<file path="config.mk">
export PLATFORM = sky130hd
export DESIGN_NAME = hbca_band
export DESIGN_NICKNAME = d
export VERILOG_FILES = /design/src/rtl/hbca_pkg.sv /design/src/rtl/hbca_band.sv
export SDC_FILE = /design/constraint.sdc
export NUM_CORES = 2
export LEC_CHECK = 0
export BUFFER_PORTS_ARGS = -buffer_cell sky130_fd_sc_hd__buf_2
export CAP_MARGIN = 10
export CELL_PAD_IN_SITES_DETAIL_PLACEMENT = 1
export CELL_PAD_IN_SITES_GLOBAL_PLACEMENT = 2
export CORE_UTILIZATION = 40
export CTS_BUF_LIST = sky130_fd_sc_hd__clkbuf_16
export DETAILED_ROUTE_END_ITERATION = 8
export PLACE_DENSITY = 0.78
export REMOVE_ABC_BUFFERS = 1
export SYNTH_ARGS = -nofsm -noshare
export SYNTH_HDL_FRONTEND = slang
export SYNTH_SLANG_ARGS = --single-unit
</file>
<file path="constraint.sdc">
create_clock -name clk_i -period 12.4 [get_ports clk_i]
set_clock_uncertainty 0.15 [all_clocks]
set_input_delay 3.1 -clock clk_i [delete_from_list [all_inputs] [get_ports clk_i]]
set_output_delay 3.1 -clock clk_i [all_outputs]
set_load 0.005 [all_outputs]
</file>
<file path="src/rtl/hbca_pkg.sv">
// Package for the HSL band color adjust unit: payload structs, hue circle
// constants, band centers and fixed reciprocals. Depends on nothing.
`timescale 1ns / 1ps

package hbca_pkg;

  localparam int NUM_BANDS = 8;

  // Hue in 1/64 degree steps
  localparam int TURN           = 23040;
  localparam int HALF_TURN      = 11520;
  localparam int BAND_REACH     = 1920;
  localparam int HUE_SECTOR     = 3840;
  localparam int HUE_THIRD      = 7680;
  localparam int HUE_TWO_THIRDS = 15360;

  localparam int ONE_Q16  = 65536;
  localparam int HALF_Q16 = 32768;
  localparam int CHAN_MAX = 255;

  // Band offset scaling: hue rdiv(off*w, 30), levels rdiv(4*off*w, 15)
  localparam int HUE_STEP_DIV   = 30;
  localparam int LEVEL_STEP_DIV = 15;

  // Reciprocals: floor-based with correction, or ceil-based exact in range
  localparam int RCP_K     = 25;
  localparam int RCP_255   = (1 << RCP_K) / CHAN_MAX;
  localparam int RCP_SH    = 26;
  localparam int RCP_30    = ((1 << RCP_SH) + HUE_STEP_DIV - 1) / HUE_STEP_DIV;
  localparam int RCP_15    = ((1 << RCP_SH) + LEVEL_STEP_DIV - 1) / LEVEL_STEP_DIV;

  localparam logic [14:0] BAND_CENTER [NUM_BANDS] = '{
    15'd0, 15'd1920, 15'd3840, 15'd7680, 15'd11520, 15'd13440, 15'd17280, 15'd19200
  };

  typedef enum logic [1:0] {
    CFG_HUE,
    CFG_SAT,
    CFG_LIT
  } cfg_idx_e;

  typedef struct packed {
    logic [7:0] red_in;
    logic [7:0] green_in;
    logic [7:0] blue_in;
  } rgb_in_t;

  typedef struct packed {
    logic [7:0] red_out;
    logic [7:0] green_out;
    logic [7:0] blue_out;
  } rgb_out_t;

  // Hue kept in 0..TURN-1, saturation and lightness signed Q5.16
  typedef struct packed {
    logic [14:0]        hue;
    logic signed [21:0] sat;
    logic signed [21:0] lit;
  } hsl_t;

endpackage

</file>
<file path="src/rtl/hbca_band.sv">
// One hue band: distance, triangular weight and offset update in three stages.
// Depends on hbca_pkg.
`timescale 1ns / 1ps

module hbca_band (
  input  logic               clk_i,
  input  logic               rst_ni,
  input  logic [14:0]        center_i,
  input  logic signed [7:0]  hue_off_i,
  input  logic signed [7:0]  sat_off_i,
  input  logic signed [7:0]  lit_off_i,
  input  logic               in_valid_i,
  output logic               in_ready_o,
  input  hbca_pkg::hsl_t     in_data_i,
  output logic               out_valid_o,
  input  logic               out_ready_i,
  output hbca_pkg::hsl_t     out_data_o
);
  import hbca_pkg::*;

  logic [2:0] v_q;
  logic [2:0] en;

  always_comb begin
    en[2] = !v_q[2] || out_ready_i;
    en[1] = !v_q[1] || en[2];
    en[0] = !v_q[0] || en[1];
  end

  assign in_ready_o  = en[0];
  assign out_valid_o = v_q[2];

  always_ff @(posedge clk_i or negedge rst_ni) begin
    if (!rst_ni) begin
      v_q <= '0;
    end else begin
      if (en[0]) v_q[0] <= in_valid_i;
      if (en[1]) v_q[1] <= v_q[0];
      if (en[2]) v_q[2] <= v_q[1];
    end
  end

  // Stage 1: short-way distance to the center and weighted offsets
  logic signed [15:0] hdiff;
  logic [14:0]        dist_mod, dist_s;
  logic [10:0]        wgt;
  logic signed [19:0] wgt_s;

  always_comb begin
    hdiff    = $signed({1'b0, in_data_i.hue}) - $signed({1'b0, center_i});
    dist_mod = hdiff[15] ? 15'(hdiff + 16'(TURN)) : hdiff[14:0];
    dist_s   = (dist_mod > 15'(HALF_TURN)) ? 15'(TURN) - dist_mod : dist_mod;
    wgt      = (dist_s < 15'(BAND_REACH)) ? 11'(15'(BAND_REACH) - dist_s) : '0;
    wgt_s    = $signed(20'(wgt));
  end

  hsl_t               d1_q;
  logic signed [19:0] ph_q, ps_q, pl_q;

  always_ff @(posedge clk_i) begin
    if (en[0]) begin
      d1_q <= in_data_i;
      ph_q <= 20'(hue_off_i) * wgt_s;
      ps_q <= 20'(sat_off_i) * wgt_s;
      pl_q <= 20'(lit_off_i) * wgt_s;
    end
  end

  // Stage 2: rounded division of the magnitudes by a fixed reciprocal
  logic [17:0] mag_h, mag_s, mag_l;
  logic [18:0] xh;
  logic [20:0] xs, xl;
  logic [40:0] prod_h;
  logic [43:0] prod_s, prod_l;

  always_comb begin
    mag_h  = ph_q[19] ? 18'(-ph_q) : ph_q[17:0];
    mag_s  = ps_q[19] ? 18'(-ps_q) : ps_q[17:0];
    mag_l  = pl_q[19] ? 18'(-pl_q) : pl_q[17:0];
    xh     = 19'(mag_h) + 19'(HUE_STEP_DIV / 2);
    xs     = 21'({mag_s, 2'b00}) + 21'(LEVEL_STEP_DIV / 2);
    xl     = 21'({mag_l, 2'b00}) + 21'(LEVEL_STEP_DIV / 2);
    prod_h = 41'(xh) * 41'(RCP_30);
    prod_s = 44'(xs) * 44'(RCP_15);
    prod_l = 44'(xl) * 44'(RCP_15);
  end

  hsl_t        d2_q;
  logic        nh_q, ns_q, nl_q;
  logic [13:0] dh_q;
  logic [16:0] ds_q, dl_q;

  always_ff @(posedge clk_i) begin
    if (en[1]) begin
      d2_q <= d1_q;
      nh_q <= ph_q[19];
      ns_q <= ps_q[19];
      nl_q <= pl_q[19];
      dh_q <= prod_h[RCP_SH +: 14];
      ds_q <= prod_s[RCP_SH +: 17];
      dl_q <= prod_l[RCP_SH +: 17];
    end
  end

  // Stage 3: apply offsets, keep hue on the circle
  logic signed [16:0] dh_s, hsum;
  logic signed [21:0] ds_s, dl_s;
  logic [14:0]        hue_d;

  always_comb begin
    dh_s  = nh_q ? -$signed({3'b0, dh_q}) : $signed({3'b0, dh_q});
    ds_s  = ns_q ? -$signed({5'b0, ds_q}) : $signed({5'b0, ds_q});
    dl_s  = nl_q ? -$signed({5'b0, dl_q}) : $signed({5'b0, dl_q});
    hsum  = $signed({2'b0, d2_q.hue}) + dh_s;
    if (hsum[16])                            hue_d = 15'(hsum + 17'(TURN));
    else if ($unsigned(hsum) >= 17'(TURN))   hue_d = 15'(hsum - 17'(TURN));
    else                                     hue_d = hsum[14:0];
  end

  hsl_t out_q;

  always_ff @(posedge clk_i) begin
    if (en[2]) begin
      out_q.hue <= hue_d;
      out_q.sat <= d2_q.sat + ds_s;
      out_q.lit <= d2_q.lit + dl_s;
    end
  end

  assign out_data_o = out_q;

`ifndef SYNTHESIS
  a_band_hue: assert property (@(posedge clk_i) disable iff (!rst_ni)
    v_q[2] |-> out_q.hue < 15'(TURN))
    else $error("band hue left the circle");
`endif

endmodule

</file>
==> out/summary.txt <==
Run status -> completed
Via count of the first global-routing pass -> 28.61k
Worst Setup Start Kind -> input port
HP Start -> d1_q[58]$_DFFE_PP_
CTS tree -> yes
Critical Path Sink Type -> register
Pin count of the biggest net entering global routing -> 67
Synth unique cells -> 93
RSZ-0062 raised after global routing -> false
Hold Crit Depth -> 0
Max-cap violations -> 0
Max-slew headroom -> 33.81%
Row count -> 111
Die W -> 307.1 µm
Clock sinks -> 288
Num CTS Buffers -> 38
Ys async rst share -> 1.042%
R2R depth -> 35
F_max -> 84.92 MHz
Drt wl/cell -> 17.62 µm
Period minus WS final -> 11,780 ps
IO Count -> 163
Critical path's most frequent cell -> inv_1
Final Non-Filler Cells -> 5,190
Die Y -> 307.1 µm
Multi-input logic area -> 25,850 µm²
Seq/Total Area, Yosys -> 23.18%
CP max stage cell -> fa_1
CTS max path bufs -> 3
Post-DP HPWL -> 76.26 mm
Starting Density -> 40.51%
Final period util -> 94.96%
Post-Route WL -> 91.44 mm
Most numerous cell in the Yosys netlist -> ha_1
GRT Residual Overflow -> 0
Synth cell count leaders -> 681 x ha_1, 630 x inv_1, 330 x fa_1
Hold slack -> 261.3 ps
Routability cong. -> 0.8223
CP arrival -> 11,970 ps
FF-to-FF Start -> pl_q[0]$_DFFE_PP_
Data required time of the worst path -> 12,600 ps
Post-route antenna net violation count -> 0
Final Core Density -> 44.94%
Vias -> 26.61k
Filler Cell Count -> 10.43k
Sequential Area -> 8633 µm²
Core Area -> 91,940 µm²
Measured slew at the worst slew-check pin -> 989.5 ps
Root Driver -> clkbuf_16
Max Fanout on Critical Path -> 26
Die area -> 94,330 µm²
Post-synth EDFFs -> 285
Final Hold Viols -> 0
Slew Viols, Final -> 0
Final setup fails -> 0
Share of cells above drive strength 1 -> 9.759%
Synth Register Bits -> 288
Area share of the largest cell type after synthesis -> 22.98%
Reg-to-reg slack, setup -> 2190 ps
Global Route Usage Sum -> 19.82%
Initial antenna violation count -> 4
H-tree Lvls -> 2
# nets final -> 5,028
Placed cell area -> 40,030 µm²
Crit Path Class -> input port to register
Hold Path Class -> register to register
IO Port Bufs -> 162
Hold EP -> d2_q[58]$_DFFE_PP_
CP max stage delay -> 540 ps
Syn avg cell area -> 10.07 µm²
Yosys warns -> 0
Area leader, netlist -> edfxtp_1
Hold buffer count at CTS -> 0
# DRC -> 0
Post-Syn Instances -> 3,699
Worst skew pair latency -> 600 ps
CTS clk-pin slew, worst paths -> 60 ps
First-pass GRT wire length -> 150.6 mm
DRT iter0 DRCs -> 1,007
Cell area after layout -> 41,320 µm²
Main synth FF type -> edfxtp_1
DRT Pass-1 Iters -> 4
Area of the mapped netlist -> 37,240 µm²
Reg2reg end -> dl_q[16]$_DFFE_PP_
Number of vias per cell -> 5.126
Area grow syn2layout -> 10.94%
Top cells by area, synth -> edfxtp_1 23%, ha_1 23%, fa_1 18%, inv_1 6.3%, xnor2_1 4.8%
Placed Cells -> 5,116
-- flip-flops by register name (all words and copies together), names as in the netlist, 3 cells and up --
name	flops
ds_q	17
v_q	3
ph_q	19
ps_q	19
pl_q	19
dh_q	14
dl_q	17
d1_q	59
out_data_o	59
d2_q	59
-- layout make-up --
| type | count | area share, % |
|---|---|---|
| diodes | 2 | 0.01211 |
| clock buffers | 38 | 2.302 |
| clock inverters | 32 | 0.7420 |
| inverters | 643 | 5.842 |
| multi-input cells | 2685 | 62.57 |
| flip-flops and latches | 288 | 20.90 |
| well taps | 1243 | 3.764 |
| repair buffers | 259 | 3.876 |
-- through the flow --
stage / setup slack, ps / setup TNS (ps)
2_1_floorplan: -2889 / -86480
3_3_place_gp: 159.6 / 0
3_5_place_dp: -24.99 / -62.85
4_1_cts: 517.0 / 0
5_1_grt: 6.446 / 0
6_report: 624.5 / 0
-- per-layer routing --
layer | vias to the layer above | part of all wire [%] | global-route usage (%)
met2 | 274 | 47 | 33.95
met5 | - | 0.022 | 0
met4 | 2 | 1.4 | 3.448
li1 | 13110 | - | -
met1 | 13150 | 49 | 27.36
met3 | 70 | 2.4 | 1.875
-- critical path: cells and delay by family --
kind,cells,cell delay [ps]
buf+inv,10,970
compound gates,18,3510
simple gates,4,650
xor+xnor,2,350
fa+ha+maj,8,3350
-- how the worst max path moves through the flow --
| stage | from | to | slack (ps) | depth (start not counted) |
|---|---|---|---|---|
| 2_1_floorplan | in_data_i[44] | ph_q[19]$_DFFE_PP_ | -2890 | 39 |
| 3_3_place_gp | in_data_i[44] | ps_q[19]$_DFFE_PP_ | 160 | 41 |
| 3_5_place_dp | in_data_i[44] | ph_q[19]$_DFFE_PP_ | -20 | 42 |
| 4_1_cts | in_data_i[44] | ps_q[19]$_DFFE_PP_ | 520 | 41 |
| 5_1_grt | in_data_i[44] | pl_q[16]$_DFFE_PP_ | 6 | 43 |
| 6_report | in_data_i[44] | ph_q[19]$_DFFE_PP_ | 620 | 42 |
-- timing repair --
action                                  CTS  global route
gates resized for setup                   0             4
endpoints found under the setup margin    0             5
buffers inserted                          0             2
-- cell usage in the layout, fill, tap and decap left out, drive strengths merged, types with 51 or more instances in the layout --
cell and n:
a21o 51, a21oi 128, buf 259, edfxtp 285
fa 330, ha 681, inv 645, nand2 182
nor2 164, nor3 154, nor4 51, o21ai 108
xnor2 203, xor2 117
-- cells by family after synthesis --
kind of cell             share of synthesized area (%)
XOR/XNOR                                         7.586
AND/OR/NAND/NOR                                  10.88
buffers and inverters                            7.506
flip-flops                                       23.18
AO/OA/AOI/OAI                                    9.868
multiplexers                                    0.3629
adder cells (fa/ha/maj)                          40.62
Power is not shown: default switching activity piles up to over one toggle a cycle in this logic, so the estimate is an artifact.
