--- src/rtl/hbca_pkg.sv ---
// Package for the HSL band color adjust unit: payload structs, hue circle
// constants, band centers and fixed reciprocals. Depends on nothing.
`timescale 1ns / 1ps

package hbca_pkg;

  localparam int NUM_BANDS = 8;

  // Hue in 1/64 degree steps
  localparam int TURN           = 23040;
  localparam int HALF_TURN      = 11520;
  localparam int BAND_REACH     = 1920;
  localparam int HUE_SECTOR     = 3840;
  localparam int HUE_THIRD      = 7680;
  localparam int HUE_TWO_THIRDS = 15360;

  localparam int ONE_Q16  = 65536;
  localparam int HALF_Q16 = 32768;
  localparam int CHAN_MAX = 255;

  // Band offset scaling: hue rdiv(off*w, 30), levels rdiv(4*off*w, 15)
  localparam int HUE_STEP_DIV   = 30;
  localparam int LEVEL_STEP_DIV = 15;

  // Reciprocals: floor-based with correction, or ceil-based exact in range
  localparam int RCP_K     = 25;
  localparam int RCP_255   = (1 << RCP_K) / CHAN_MAX;
  localparam int RCP_SH    = 26;
  localparam int RCP_30    = ((1 << RCP_SH) + HUE_STEP_DIV - 1) / HUE_STEP_DIV;
  localparam int RCP_15    = ((1 << RCP_SH) + LEVEL_STEP_DIV - 1) / LEVEL_STEP_DIV;

  localparam logic [14:0] BAND_CENTER [NUM_BANDS] = '{
    15'd0, 15'd1920, 15'd3840, 15'd7680, 15'd11520, 15'd13440, 15'd17280, 15'd19200
  };

  typedef enum logic [1:0] {
    CFG_HUE,
    CFG_SAT,
    CFG_LIT
  } cfg_idx_e;

  typedef struct packed {
    logic [7:0] red_in;
    logic [7:0] green_in;
    logic [7:0] blue_in;
  } rgb_in_t;

  typedef struct packed {
    logic [7:0] red_out;
    logic [7:0] green_out;
    logic [7:0] blue_out;
  } rgb_out_t;

  // Hue kept in 0..TURN-1, saturation and lightness signed Q5.16
  typedef struct packed {
    logic [14:0]        hue;
    logic signed [21:0] sat;
    logic signed [21:0] lit;
  } hsl_t;

endpackage

--- src/rtl/hbca_hsl2rgb.sv ---
// HSL to RGB back end: clamp, chroma terms, per-channel ramps and byte output
// over six pipeline stages. Depends on hbca_pkg.
`timescale 1ns / 1ps

module hbca_hsl2rgb (
  input  logic               clk_i,
  input  logic               rst_ni,
  input  logic               in_valid_i,
  output logic               in_ready_o,
  input  hbca_pkg::hsl_t     in_data_i,
  output logic               out_valid_o,
  input  logic               out_ready_i,
  output hbca_pkg::rgb_out_t out_data_o
);
  import hbca_pkg::*;

  function automatic logic [16:0] clamp_unit(input logic signed [21:0] v);
    logic [16:0] r;
    if (v[21])                  r = '0;
    else if (v > 22'sd65536)    r = 17'(ONE_Q16);
    else                        r = v[16:0];
    return r;
  endfunction

  // Weight of q-p for one channel hue: rising, flat, falling, zero
  function automatic logic [11:0] ramp(input logic [14:0] t);
    logic [11:0] r;
    if (t < 15'(HUE_SECTOR))          r = 12'(t);
    else if (t < 15'(HALF_TURN))      r = 12'(HUE_SECTOR);
    else if (t < 15'(HUE_TWO_THIRDS)) r = 12'(15'(HUE_TWO_THIRDS) - t);
    else                              r = '0;
    return r;
  endfunction

  function automatic logic [7:0] to_byte(input logic signed [20:0] v);
    logic [28:0] sc;
    logic [7:0]  r;
    sc = 29'(v[19:0]) * 29'(CHAN_MAX) + 29'(HALF_Q16);
    if (v[20])                    r = '0;
    else if (sc[28:16] > 13'(CHAN_MAX)) r = 8'(CHAN_MAX);
    else                          r = sc[23:16];
    return r;
  endfunction

  logic [5:0] v_q;
  logic [5:0] en;

  always_comb begin
    en[5] = !v_q[5] || out_ready_i;
    en[4] = !v_q[4] || en[5];
    en[3] = !v_q[3] || en[4];
    en[2] = !v_q[2] || en[3];
    en[1] = !v_q[1] || en[2];
    en[0] = !v_q[0] || en[1];
  end

  assign in_ready_o  = en[0];
  assign out_valid_o = v_q[5];

  always_ff @(posedge clk_i or negedge rst_ni) begin
    if (!rst_ni) begin
      v_q <= '0;
    end else begin
      if (en[0]) v_q[0] <= in_valid_i;
      if (en[1]) v_q[1] <= v_q[0];
      if (en[2]) v_q[2] <= v_q[1];
      if (en[3]) v_q[3] <= v_q[2];
      if (en[4]) v_q[4] <= v_q[3];
      if (en[5]) v_q[5] <= v_q[4];
    end
  end

  // Stage 1: clamp levels, channel hues and their ramp weights
  logic [15:0] hr_sum;
  logic [14:0] tr, tb;

  always_comb begin
    hr_sum = 16'(in_data_i.hue) + 16'(HUE_THIRD);
    tr = (hr_sum >= 16'(TURN)) ? 15'(hr_sum - 16'(TURN)) : hr_sum[14:0];
    tb = (in_data_i.hue < 15'(HUE_THIRD)) ? in_data_i.hue + 15'(HUE_TWO_THIRDS)
                                          : in_data_i.hue - 15'(HUE_THIRD);
  end

  logic [16:0] l1_q, s1_q;
  logic [11:0] fr1_q, fg1_q, fb1_q;

  always_ff @(posedge clk_i) begin
    if (en[0]) begin
      l1_q  <= clamp_unit(in_data_i.lit);
      s1_q  <= clamp_unit(in_data_i.sat);
      fr1_q <= ramp(tr);
      fg1_q <= ramp(in_data_i.hue);
      fb1_q <= ramp(tb);
    end
  end

  // Stage 2: L*S
  logic [16:0] l2_q, s2_q;
  logic [11:0] fr2_q, fg2_q, fb2_q;
  logic [33:0] ls2_q;

  always_ff @(posedge clk_i) begin
    if (en[1]) begin
      l2_q  <= l1_q;
      s2_q  <= s1_q;
      fr2_q <= fr1_q;
      fg2_q <= fg1_q;
      fb2_q <= fb1_q;
      ls2_q <= 34'(l1_q) * 34'(s1_q);
    end
  end

  // Stage 3: q, p and the span q - p
  logic [33:0]        ls_rnd;
  logic [16:0]        rls;
  logic [17:0]        qv;
  logic signed [19:0] pv, span;

  always_comb begin
    ls_rnd = ls2_q + 34'(HALF_Q16);
    rls    = ls_rnd[32:16];
    if (l2_q < 17'(HALF_Q16)) qv = 18'(l2_q) + 18'(rls);
    else                      qv = 18'(l2_q) + 18'(s2_q) - 18'(rls);
    pv   = $signed({2'b0, l2_q, 1'b0}) - $signed({2'b0, qv});
    span = $signed({2'b0, qv}) - pv;
  end

  logic signed [19:0] p3_q, span3_q;
  logic [11:0]        fr3_q, fg3_q, fb3_q;

  always_ff @(posedge clk_i) begin
    if (en[2]) begin
      p3_q    <= pv;
      span3_q <= span;
      fr3_q   <= fr2_q;
      fg3_q   <= fg2_q;
      fb3_q   <= fb2_q;
    end
  end

  // Stage 4: span times ramp weight
  logic signed [19:0] p4_q;
  logic [29:0]        mr4_q, mg4_q, mb4_q;

  always_ff @(posedge clk_i) begin
    if (en[3]) begin
      p4_q  <= p3_q;
      mr4_q <= 30'(span3_q[17:0]) * 30'(fr3_q);
      mg4_q <= 30'(span3_q[17:0]) * 30'(fg3_q);
      mb4_q <= 30'(span3_q[17:0]) * 30'(fb3_q);
    end
  end

  // Stage 5: rounded divide by the sector width (256 * 15)
  logic [29:0] mr_rnd, mg_rnd, mb_rnd;
  logic [44:0] pr, pg, pb;

  always_comb begin
    mr_rnd = mr4_q + 30'(HUE_SECTOR / 2);
    mg_rnd = mg4_q + 30'(HUE_SECTOR / 2);
    mb_rnd = mb4_q + 30'(HUE_SECTOR / 2);
    pr = 45'(mr_rnd[29:8]) * 45'(RCP_15);
    pg = 45'(mg_rnd[29:8]) * 45'(RCP_15);
    pb = 45'(mb_rnd[29:8]) * 45'(RCP_15);
  end

  logic signed [19:0] p5_q;
  logic [17:0]        vr5_q, vg5_q, vb5_q;

  always_ff @(posedge clk_i) begin
    if (en[4]) begin
      p5_q  <= p4_q;
      vr5_q <= pr[RCP_SH +: 18];
      vg5_q <= pg[RCP_SH +: 18];
      vb5_q <= pb[RCP_SH +: 18];
    end
  end

  // Stage 6: add p, scale to a byte
  rgb_out_t out_q;

  always_ff @(posedge clk_i) begin
    if (en[5]) begin
      out_q.red_out   <= to_byte(21'(p5_q) + $signed({3'b0, vr5_q}));
      out_q.green_out <= to_byte(21'(p5_q) + $signed({3'b0, vg5_q}));
      out_q.blue_out  <= to_byte(21'(p5_q) + $signed({3'b0, vb5_q}));
    end
  end

  assign out_data_o = out_q;

`ifndef SYNTHESIS
  a_span_sign: assert property (@(posedge clk_i) disable iff (!rst_ni)
    v_q[2] |-> !span3_q[19] && (span3_q <= 20'sd131072))
    else $error("chroma span negative or too wide");
`endif

endmodule

--- config.mk ---
export PLATFORM = sky130hd
export DESIGN_NAME = hbca_hsl2rgb
export DESIGN_NICKNAME = d
export VERILOG_FILES = /design/src/rtl/hbca_pkg.sv /design/src/rtl/hbca_hsl2rgb.sv
export SDC_FILE = /design/constraint.sdc
export NUM_CORES = 2
export LEC_CHECK = 0
export ABC_CLOCK_PERIOD_IN_PS = 13800
export BUFFER_PORTS_ARGS = -buffer_cell sky130_fd_sc_hd__buf_2
export CAP_MARGIN = 20
export CORE_MARGIN = 4
export CORE_UTILIZATION = 57
export CTS_BUF_LIST = sky130_fd_sc_hd__clkbuf_16
export CTS_CLUSTER_SIZE = 12
export DETAILED_ROUTE_END_ITERATION = 10
export PLACE_DENSITY = 0.73
export SLEW_MARGIN = 20
export SYNTH_ARGS = -nofsm -noshare
export SYNTH_HDL_FRONTEND = slang
export SYNTH_SLANG_ARGS = --single-unit
--- constraint.sdc ---
create_clock -name clk_i -period 13.8 [get_ports clk_i]
set_input_delay 2.76 -clock clk_i [delete_from_list [all_inputs] [get_ports clk_i]]
set_output_delay 2.76 -clock clk_i [all_outputs]
set_load 0.05 [all_outputs]
==> impl_metrics.ini <==
[outcome]
status = finished, final reports clean

[sta]
whs_ns = 0.408
hold_viol = 0
fin_skew_ns = 0.0436
layout_min_cycle_time_ns = 8.53
clock.fmax_mhz = 117
tns_ns = 0
fin_ws_ns = 5.27
slew_violations = 0
rsz0062_at_grt = no
fin_crit_sh_pct = 61.8
setup_viol = 0
worst_pin_slew_ns = 1.03
max_slew_margin_pct = 29.6

[floorplan]
fp.coreArea_mm2 = 0.128
start_util_pct = 57.4
die_w_um = 367
fp.dieH_um = 367
design.die.area_mm2 = 0.135
num_rows = 131
ios = 89

[grt]
grt_max_degree = 73
use_met3_pct = 2.81
grt_pass1_wl_um = 264000
grtUsageMet2_pct = 40.6
gr-total-overflow = 0
grtUsageMet1_pct = 32.4
grt_use_total_pct = 23.8
grt_pass1_vias = 53200
grt.busiest_layer = met2
antenna_found_initial = 4

[critical_path]
cp_slowest_stage_delay_ns = 0.59
critPathArrivalTime_ns = 8.86
crit_required_ns = 14.13
critical_path.max_fanout = 7
critical_path_class = reg2reg
path_buf_inv = 2
critPathLaunchType = flop
cp_top_family = compound AO/OA/AOI/OAI gates
path_common_cell = fa_1
cp-end-kind = flop
cpMaxStageDelayCell = fa_1

[min_path]
worstHoldPathType = reg2reg

[cells_and_area]
layout-drive-gt1-share_pct = 3.40
final_core_util_pct = 60.3
nets = 9769
area_growth_pct = 5.05
layout_common_cells = 1658 x inv_1, 1149 x fa_1, 1101 x ha_1, 779 x nand2_1, 415 x edfxtp_1
layout_commonest_cell = inv_1

[synth]
postSynthAreaPerCell_um2 = 9.84
synth-edff-count = 415
syn_area_mm2 = 0.0734
synth_ff_type = edfxtp_1
synth-seq-area-share_pct = 17.2
synth.top_cell.area_share_pct = 31.3
synth-seq-cells = 421
yosysUniqueCellTypes = 89
ys_warn_count = 0
synth_area_leaders = fa_1 31%, ha_1 19%, edfxtp_1 17%
synthCells = 7464
synth_top_cell_by_area = fa_1
ys_async_sr_fraction_pct = 1.43

[cts]
htreeDepth = 2
clock_path_buffers = 3
clk_pin_slew_ns = 0.06
cts_tree = yes
numCtsBuffers = 52
cts_setup_buffers = 0
holdBufCountCts = 0
clock_tree.root_cell = clkbuf_16
cts-resized-gates = 0
clk_latency_ns = 0.65
clock-sinks = 421

[routing]
postRouteAntennaNets = 0
dr.pass1.iters = 5
via_per_inst = 5.46
wl_um = 156000
drt_iter0_drc = 2814
post-route-drc-count = 0
vias = 50000
wl_per_cell_um = 17.0

[placement]
dp_hpwl_um = 128000
portBuffers = 88
dp_slack_ns = 5.28
gp_congestion = 0.899

[flow_run]
drv_cap = 0
==> registers in the layout, indices dropped and copies added (netlist names), 17 cells and up <==
register    flops
vr5_q          18
p4_q           19
mg4_q          23
ls2_q          18
p3_q           19
out_data_o     24
vg5_q          18
mr4_q          23
l2_q           17
s1_q           17
s2_q           17
p5_q           19
span3_q        17
l1_q           17
vb5_q          18
mb4_q          23
==> cell type report <==
type	instances	area, um^2
Multi-Input combinational cell	5213	54000
Timing Repair Buffer	117	658
Antenna cell	2	5.00
Fill cell	10600	50700
Tap cell	1662	2080
Sequential cell	421	12600
Inverter	1651	6200
Clock buffer	53	1330
Clock inverter	35	263
==> worst paths after layout <==
check                      startpoint            end  slack (ns)  cells after the start
max                           p5_q[0]  out_data_o[0]        5.27                     26
min                          fg1_q[7]       fg2_q[7]        0.41                      0
max reg2reg                   p5_q[0]  out_data_o[0]        5.27                     26
min reg2reg                  fg1_q[7]       fg2_q[7]        0.41                      0
max in group asynchronous      rst_ni         v_q[0]       11.60                      1
min in group asynchronous      rst_ni         v_q[2]        1.98                      1
==> cell usage after synthesis, drive strengths merged, types with 46 or more instances <==
master  number
inv       1650
fa        1149
ha        1101
nand2      782
edfxtp     415
and2       342
xnor2      235
nor2       225
a21oi      223
clkbuf     195
o21ai      137
xor2       131
a21o        98
nor3        85
nand3       75
and3        46
nand2b      46
==> metrics by stage <==
step	cells	cell area, um^2
5_1_grt	9152	77100
2_1_floorplan	7484	73500
4_1_cts	9152	77100
3_3_place_gp	9064	75500
6_report	9154	77100
3_5_place_dp	9064	75500
==> logic make-up (layout without fill, tap and decap cells) <==
family / Yosys count / after routing / synth area share [%]
adders and majority gates: 2257 / 2257 / 50.2
AOI/OAI and AO/OA: 761 / 761 / 6.84
buffers and inverters: 1850 / 1856 / 9.47
DFF: 421 / 421 / 17.2
muxes: 18 / 18 / 0.261
and+or+nand+nor: 1790 / 1790 / 11.7
other: 1 / 23 / 0.00511
xor gates and xnor gates: 366 / 366 / 4.38
==> layer usage <==
layer  routed length, um  part of all wire [%]
met1               67800                    43
met2               75200                    48
met3                8750                   5.6
met4                4170                   2.7
met5                   0                     0
Power is not shown: default switching activity piles up to over one toggle a cycle in this logic, so the estimate is an artifact.
